`src/rtl/core/c8ie_pkg.sv`:
```
// Shared types and constants of the CHIP-8 instruction executor.
package c8ie_pkg;

	localparam int STACK_DEPTH_DEF  = 16;
	localparam int MEMORY_BYTES_DEF = 4096;
	localparam int FONT_BASE_DEF    = 0;

	localparam logic [11:0] START_PC_RST = 12'd512;

	localparam int PADDR_W = 3;
	localparam int PDATA_W = 32;
	localparam logic [0:0] REG_START_PC = 1'b0;

	localparam logic [15:0] W_CLS = 16'h00E0;
	localparam logic [15:0] W_RET = 16'h00EE;

	localparam logic [7:0] KK_SKP  = 8'h9E;
	localparam logic [7:0] KK_SKNP = 8'hA1;
	localparam logic [7:0] KK_GDT  = 8'h07;
	localparam logic [7:0] KK_WKEY = 8'h0A;
	localparam logic [7:0] KK_SDT  = 8'h15;
	localparam logic [7:0] KK_SST  = 8'h18;
	localparam logic [7:0] KK_ADDI = 8'h1E;
	localparam logic [7:0] KK_FONT = 8'h29;
	localparam logic [7:0] KK_BCD  = 8'h33;
	localparam logic [7:0] KK_SAVE = 8'h55;
	localparam logic [7:0] KK_REST = 8'h65;

	localparam logic [3:0] ALU_MOV  = 4'h0;
	localparam logic [3:0] ALU_OR   = 4'h1;
	localparam logic [3:0] ALU_AND  = 4'h2;
	localparam logic [3:0] ALU_XOR  = 4'h3;
	localparam logic [3:0] ALU_ADD  = 4'h4;
	localparam logic [3:0] ALU_SUB  = 4'h5;
	localparam logic [3:0] ALU_SHR  = 4'h6;
	localparam logic [3:0] ALU_SUBN = 4'h7;
	localparam logic [3:0] ALU_SHL  = 4'hE;

	typedef enum logic [1:0] {ST_OK, ST_FAIL, ST_UNKNOWN} status_t;
	typedef enum logic [1:0] {DRAW_NONE, DRAW_CLS, DRAW_ROW} draw_t;

	typedef enum logic [3:0] {
		CMD_NONE, CMD_CAPTURE, CMD_LOAD_MEM, CMD_READ_X, CMD_READ_Y, CMD_EXEC,
		CMD_FLAG, CMD_BCD, CMD_MOVE_RD, CMD_MOVE_WR, CMD_FINISH, CMD_ROW_RD,
		CMD_EMIT_ROW, CMD_EMIT_ONE
	} cmd_t;

	typedef enum logic [2:0] {K_PLAIN, K_DRAW, K_BCD, K_SAVE, K_RESTORE} kind_t;

	typedef struct packed {
		kind_t kind;
		logic  failed;
		logic  move_end;
		logic  row_ok;
		logic  row_last;
		logic  bcd_last;
		logic  out_free;
	} dp_stat_t;

	typedef struct packed {
		logic        func;
		logic [15:0] instruction_word;
		logic [11:0] load_address;
		logic [7:0]  load_data;
		logic [15:0] keys_pressed;
		logic [7:0]  random_byte;
		logic [3:0]  waited_key;
		logic        collision;
	} item_t;

	typedef struct packed {
		status_t     status;
		logic [15:0] next_pc;
		draw_t       draw_op;
		logic [7:0]  sprite_x;
		logic [7:0]  sprite_y;
		logic [3:0]  sprite_rows;
		logic [7:0]  row_data;
		logic        last;
		logic [7:0]  sound_timer_value;
	} result_t;

endpackage

```
`src/rtl/core/c8ie_ctrl.sv`:
```
// Sequencing state machine of the executor.
module c8ie_ctrl (
	input  logic               clk,
	input  logic               arst_n,
	input  logic               in_valid,
	input  logic               in_func,
	output logic               in_ready,
	input  c8ie_pkg::dp_stat_t stat,
	output c8ie_pkg::cmd_t     cmd
);
	import c8ie_pkg::*;

	typedef enum logic [3:0] {
		S_IDLE, S_LOAD, S_RDX, S_RDY, S_EXEC, S_FLAG, S_BCD, S_MVRD, S_MVWR,
		S_FIN, S_ROWRD, S_ROWOUT, S_OUT
	} state_t;

	state_t state_q;

	assign in_ready = (state_q == S_IDLE);

	always_comb begin
		case (state_q)
			S_IDLE:   cmd = in_valid ? CMD_CAPTURE : CMD_NONE;
			S_LOAD:   cmd = CMD_LOAD_MEM;
			S_RDX:    cmd = CMD_READ_X;
			S_RDY:    cmd = CMD_READ_Y;
			S_EXEC:   cmd = CMD_EXEC;
			S_FLAG:   cmd = CMD_FLAG;
			S_BCD:    cmd = CMD_BCD;
			S_MVRD:   cmd = CMD_MOVE_RD;
			S_MVWR:   cmd = CMD_MOVE_WR;
			S_FIN:    cmd = CMD_FINISH;
			S_ROWRD:  cmd = CMD_ROW_RD;
			S_ROWOUT: cmd = stat.out_free ? CMD_EMIT_ROW : CMD_NONE;
			S_OUT:    cmd = stat.out_free ? CMD_EMIT_ONE : CMD_NONE;
			default:  cmd = CMD_NONE;
		endcase
	end

	always_ff @(posedge clk or negedge arst_n) begin
		if (!arst_n) begin
			state_q <= S_IDLE;
		end else begin
			case (state_q)
				S_IDLE: begin
					if (in_valid) begin
						state_q <= in_func ? S_LOAD : S_RDX;
					end
				end
				S_LOAD: state_q <= S_OUT;
				S_RDX:  state_q <= S_RDY;
				S_RDY:  state_q <= S_EXEC;
				S_EXEC: state_q <= S_FLAG;
				S_FLAG: begin
					if (stat.failed) begin
						state_q <= S_FIN;
					end else begin
						case (stat.kind)
							K_BCD:     state_q <= S_BCD;
							K_SAVE:    state_q <= S_MVWR;
							K_RESTORE: state_q <= S_MVRD;
							default:   state_q <= S_FIN;
						endcase
					end
				end
				S_BCD: begin
					if (stat.bcd_last) begin
						state_q <= S_FIN;
					end
				end
				S_MVRD: state_q <= S_MVWR;
				S_MVWR: begin
					if (stat.move_end) begin
						state_q <= S_FIN;
					end else if (stat.kind == K_RESTORE) begin
						state_q <= S_MVRD;
					end
				end
				S_FIN: begin
					if (stat.kind == K_DRAW && stat.row_ok) begin
						state_q <= S_ROWRD;
					end else begin
						state_q <= S_OUT;
					end
				end
				S_ROWRD: state_q <= S_ROWOUT;
				S_ROWOUT: begin
					if (stat.out_free) begin
						state_q <= stat.row_last ? S_IDLE : S_ROWRD;
					end
				end
				S_OUT: begin
					if (stat.out_free) begin
						state_q <= S_IDLE;
					end
				end
				default: state_q <= S_IDLE;
			endcase
		end
	end
endmodule

```
`config.mk`:
```
export PLATFORM = sky130hd
export DESIGN_NAME = c8ie_ctrl
export DESIGN_NICKNAME = d
export VERILOG_FILES = /design/src/rtl/core/c8ie_pkg.sv /design/src/rtl/core/c8ie_ctrl.sv
export SDC_FILE = /design/constraint.sdc
export NUM_CORES = 1
export LEC_CHECK = 0
export BUFFER_PORTS_ARGS = -buffer_cell sky130_fd_sc_hd__buf_4
export CAP_MARGIN = 20
export CORE_AREA = 5 5 42 44
export DETAILED_ROUTE_END_ITERATION = 6
export DIE_AREA = 0 0 47 49
export GPL_TIMING_DRIVEN = 0
export HOLD_SLACK_MARGIN = 0.08
export PLACE_DENSITY = 0.71
export SYNTH_ARGS = -nofsm -noshare
export SYNTH_HDL_FRONTEND = slang
export SYNTH_SLANG_ARGS = --single-unit
```
`constraint.sdc`:
```
create_clock -name clk -period 3.6 [get_ports clk]
set_input_delay 0.72 -clock clk [delete_from_list [all_inputs] [get_ports clk]]
set_output_delay 0.72 -clock clk [all_outputs]
set_load 0.02 [all_outputs]
```
======== Word-level counts from Yosys, hierarchy flattened ========
Index checks and enable logic that the tools add are counted.
storage, ports and cells
  register bits after elaboration ......... 4
  logic and storage cells ................. 41
cells by class
  eq/ne operators ......................... 21
  multiplexer cells ....................... 16
  reduce and logical (&&, ||, !) cells .... 3
operators with widths
  cell                count
  $pmux 4 s13         2
  $mux 4              10
  $eq 4x4->1 const B  5
  $eq 4x3->1 const B  4
  $pmux 4 s3          1
  $eq 4x2->1 const B  2
  $ne 2x2->1 const B  4
  $eq 3x2->1 const B  2
  $reduce_and 5->1    1
  $eq 4x1->1 const B  1
  $logic_not 4->1     1
  $eq 3x1->1 const B  1
  $eq 3x3->1 const B  1
  $mux 3              1
  $ne 3x3->1 const B  1
  $mux 2              1
  $logic_and 1x1->1   1
  $mux 1              1

======== Depth between registers and ports, before layout ========
  depth after elaboration ................. 4
  mapped depth ............................ 6
  mapped depth without buffers ............ 4

======== Least setup slack after synthesis ========
OpenSTA, ideal clock, no wires.
  kind .................................... input-to-output
  from .................................... input stat[0] (netlist bit)
  to ...................................... output cmd[2]
  arrival ................................. 1.429 ns
  path slack .............................. 1.451 ns
  cell stages on the path ................. 4
  path through ............................ inv_1 nand2_1 nand3_1 o21ai_0
on the way
  longest elaborated chain between the ends .. 2
  elaborated cells between the ends (all ways) .. 3
  classes of those cells .................. mux: 3
ends and longest elaborated chain
  element                           line                              text
  from (decl)                       c8ie_ctrl.sv:8                    input c8ie_pkg::dp_stat_t stat,
  $mux 4, on equally long branches  c8ie_ctrl.sv:36, c8ie_ctrl.sv:35
  $pmux 4 s13 *                     c8ie_ctrl.sv:23                   case (state_q)
  to (decl)                         c8ie_ctrl.sv:9                    output c8ie_pkg::cmd_t cmd
Every way passes the cells marked *; elsewhere a longest branch is shown, timed or not.

======== Final worst setup path ========
  from .................................... register state_q[2]
  to ...................................... output cmd[3]
on the way
  longest elaborated chain between the ends .. 2
  elaborated cells between the ends (all ways) .. 14
  classes of those cells .................. eq/ne: 12; mux: 1; reduce/logical: 1
ends and longest elaborated chain
  element                                   line             text
  from (decl)                               c8ie_ctrl.sv:18  state_t state_q;
  from (signal assigned)                    c8ie_ctrl.sv:48  state_q <= in_func ? S_LOAD : S_RDX;
  from (signal assigned)                    c8ie_ctrl.sv:90  state_q <= stat.row_last ? S_IDLE : S_ROWRD;
  $eq 4x4->1, or another cell as far along  c8ie_ctrl.sv:23
  $pmux 4 s13 *                             c8ie_ctrl.sv:23
Marks and branches as above.

==> results.toml <==
[run_status]
status = "finished clean"

[timing]
rsz0062_at_grt = "false"
tightest_slew_ps = 375.8
fin_tns_setup_ps = 0
slew_viol_final = 0
finalHoldViolations = 0
finClkSkew_ps = 13.46
holdWs_ps = 254.6
min_period_over_period_pct = 65.95
slew_headroom_pct = 74.95
setup_viol = 0
fmax_mhz = 421.2
fin_crit_ps = 2374

[power_and_ir_drop]
internal_power_w = 0.0003300
power_density_nw_per_um2 = 900.5
switching_share_pct = 50.53
power_w = 0.0006670
p_leak_nw = 0.3205
vdd_drop_max_uv = 375.3
p_sw_w = 0.0003371
comb_power_share_pct = 77.8
seqPwrFrac_pct = 13.3
p_clk_share_pct = 8.9

[detailed_routing]
dr.first_iter.drc_count = 17
drt_first_pass_iters = 4
route.met3.wl_um = 128
routed.top_layer = "met4"
via_count = 648
met2_length_um = 721
met1_length_um = 641
route.detailed.drc = 0
finalWirelength_um = 1507
detail-route-antenna-nets = 0
wl_per_cell_um = 13.46
via_per_inst = 5.786

[synth]
ys_seq_elements = 4
synth.distinct_cells = 36
netlist_instances = 76
synth.avg_cell_area_sq_um = 7.507
syn_nets = 89
yosysSeqAreaShare_pct = 17.54
syn_area_sq_um = 570.5
yosys_warnings = 0

[clock_network]
numClockSinks = 4
clock_latency_ps = 250
cts_root_buffer = "clkbuf_4"
max-clock-path-buffers = 2
clkTransAtPathRegs_ps = 50
hold_buffers = 0
cts_tree = "yes"
numCtsBuffers = 3
htree_levels = 1
cts-resized-gates = 0
post_cts_buffers = 0

[global_route]
gr-total-overflow = 0
grt_use_total_pct = 14.33
antenna_found_initial = 0
grt_max_degree = 11
grt_pass1_wl_um = 2435
grt_pass1_vias = 607

[final_layout]
nets = 111
n_antenna_cell = 0
final_cell_count_no_fill = 112
top_register = "state_q"
design_area_sq_um = 740.7
largest_reg_flops = 4
drive_gt1_share_pct = 34.38
area_delta_synth_final_pct = 29.82
top_regs = "state_q x4"

[job]
drv_cap = 0

[setup_path]
r2r_start = "state_q[1]$_DFFE_PN0P_"
reg2reg_to = "state_q[2]$_DFFE_PN0P_"
critical_path.cell_chain = "buf_2 > clkbuf_1 > a21oi_1 > o21ai_0 > nand2_1 > buf_4"
worstPathMaxFanout = 10
worstRegToRegCells = 5
worstSetupPathType = "flop to output pin"
worstSetupEndpointType = "output pin"
cpMaxStageDelayCell = "dfrtp_1"
crit_arrival_ps = 1650
r2r_slack_ps = 1990
startpoint_type = "flop"
path_delay_family = "buffers and inverters"
critPathBufInv = 3
cp_data_required_time_ps = 2880
cpPeakStageDelay_ps = 350

[placed_design]
dp.cells = 109
port_buffers = 17
place_area_sq_um = 718.2
place_hpwl_um = 1184
place_congestion = 0.8849

[die]
io_pins = 18
start_util_pct = 40.71
die_h_um = 49
rows = 14
core_sq_um = 1401
die_w_um = 47
die_area_sq_um = 2303

[hold_path]
hold_class = "input pin to async pin"
==> final cells by class <==
type                       instances  area, sq um
fill                             150        660.6
multi-input combinational         60        405.4
timing repair buffer              17        127.6
sequential                         4        100.1
buffer                             7        46.29
clock buffer                       3        22.52
tap                               16        20.02
inverter                           5        18.77
==> worst max path at each step <==
stage,startpoint,to,slack (ps),cells after the start
after floorplan,stat[0],cmd[2],1450,4
after global placement,stat[0],cmd[2],1500,6
after detailed placement,stat[0],cmd[2],1480,6
after CTS,state_q[2]$_DFFE_PN0P_,cmd[3],1240,6
after global routing,state_q[2]$_DFFE_PN0P_,cmd[3],1080,6
final,state_q[2]$_DFFE_PN0P_,cmd[3],1230,6
==> power groups by stage <==
stage	combinational (W)	sequential [W]	clock, W
after detailed placement	0.000517	0.0000884	0
after CTS	0.000518	0.0000877	0.0000596
after global placement	0.000512	0.0000871	0
after floorplan	0.000377	0.0000823	0
final	0.000519	0.0000887	0.0000594
after global routing	0.000566	0.0000897	0.0000687
==> cell usage after synthesis <==
master    n  area share [%]
a311oi_1  1             1.5
o21ai_0   6             5.3
nand4_1   1             1.1
o22ai_1   1             1.1
nor4bb_2  1             2.9
buf_2     4             3.5
nor2_1    6             3.9
o21ai_1   1            0.88
a21boi_2  1             2.0
xor2_1    1             1.5
nand4b_1  1             1.5
o221ai_1  3             4.6
clkbuf_1  1            0.66
a21oi_1   8             7.0
nand2b_1  2             2.2
o211ai_2  1             2.2
o21a_1    2             2.6
nor4b_1   1             1.5
inv_1     4             2.6
a22o_1    1             1.5
nor3_1    4             3.5
nor4_1    2             2.2
buf_6     2             3.9
nand2_1   4             2.6
nor2b_2   1             1.5
o311ai_0  1             1.5
nand3_1   2             1.8
inv_2     1            0.66
and3b_1   1             1.5
nor2b_1   1             1.1
o311ai_2  1             2.9
nor3b_2   1             2.2
dfrtp_1   4              18
mux2_1    2             3.9
xnor2_1   1             1.5
nand3b_1  1             1.3
==> worst reg2reg max path, stage by stage, from the launching register on <==
cell and delay, ps:
dfrtp_1 400, buf_6 150, nor2_1 250, a21boi_2 110, o211ai_2 210, mux2_1 350
==> logic make-up after synthesis <==
logic type	after synthesis	synth area share [%]
and+or+nand+nor	29	30.92
buffers and inverters	12	11.40
muxes	2	3.947
DFF	4	17.54
xor gates and xnor gates	2	3.071
AOI/OAI and AO/OA	27	33.12
==> metal layers <==
metal  global-route usage [%]  vias to the layer above
met5                        0                        -
li1                         -                      323
met3                    5.166                        2
met2                    21.49                       22
met1                    17.04                      301
met4                    7.834                        0
==> stage by stage <==
step,setup WS (ps),utilization (%)
floorplan,1451,-
global placement,1502,51.25
detailed placement,1476,51.25
CTS,1242,52.86
global route,1080,52.86
finish,1226,52.86
==> cells in the final DEF (no fill, tap or decap), types with 2 or more instances in the layout <==
cell,n
nor4_1,2
o221ai_1,3
nor2_1,6
mux2_1,2
nand3_1,2
o21ai_0,6
a21oi_1,8
inv_1,4
nand2b_1,2
dfrtp_1,4
buf_6,2
o21a_1,2
nand2_1,4
nor3_1,4
buf_4,17
clkbuf_4,3
buf_2,4
No activity file was read; power rests on OpenSTA's default activity.
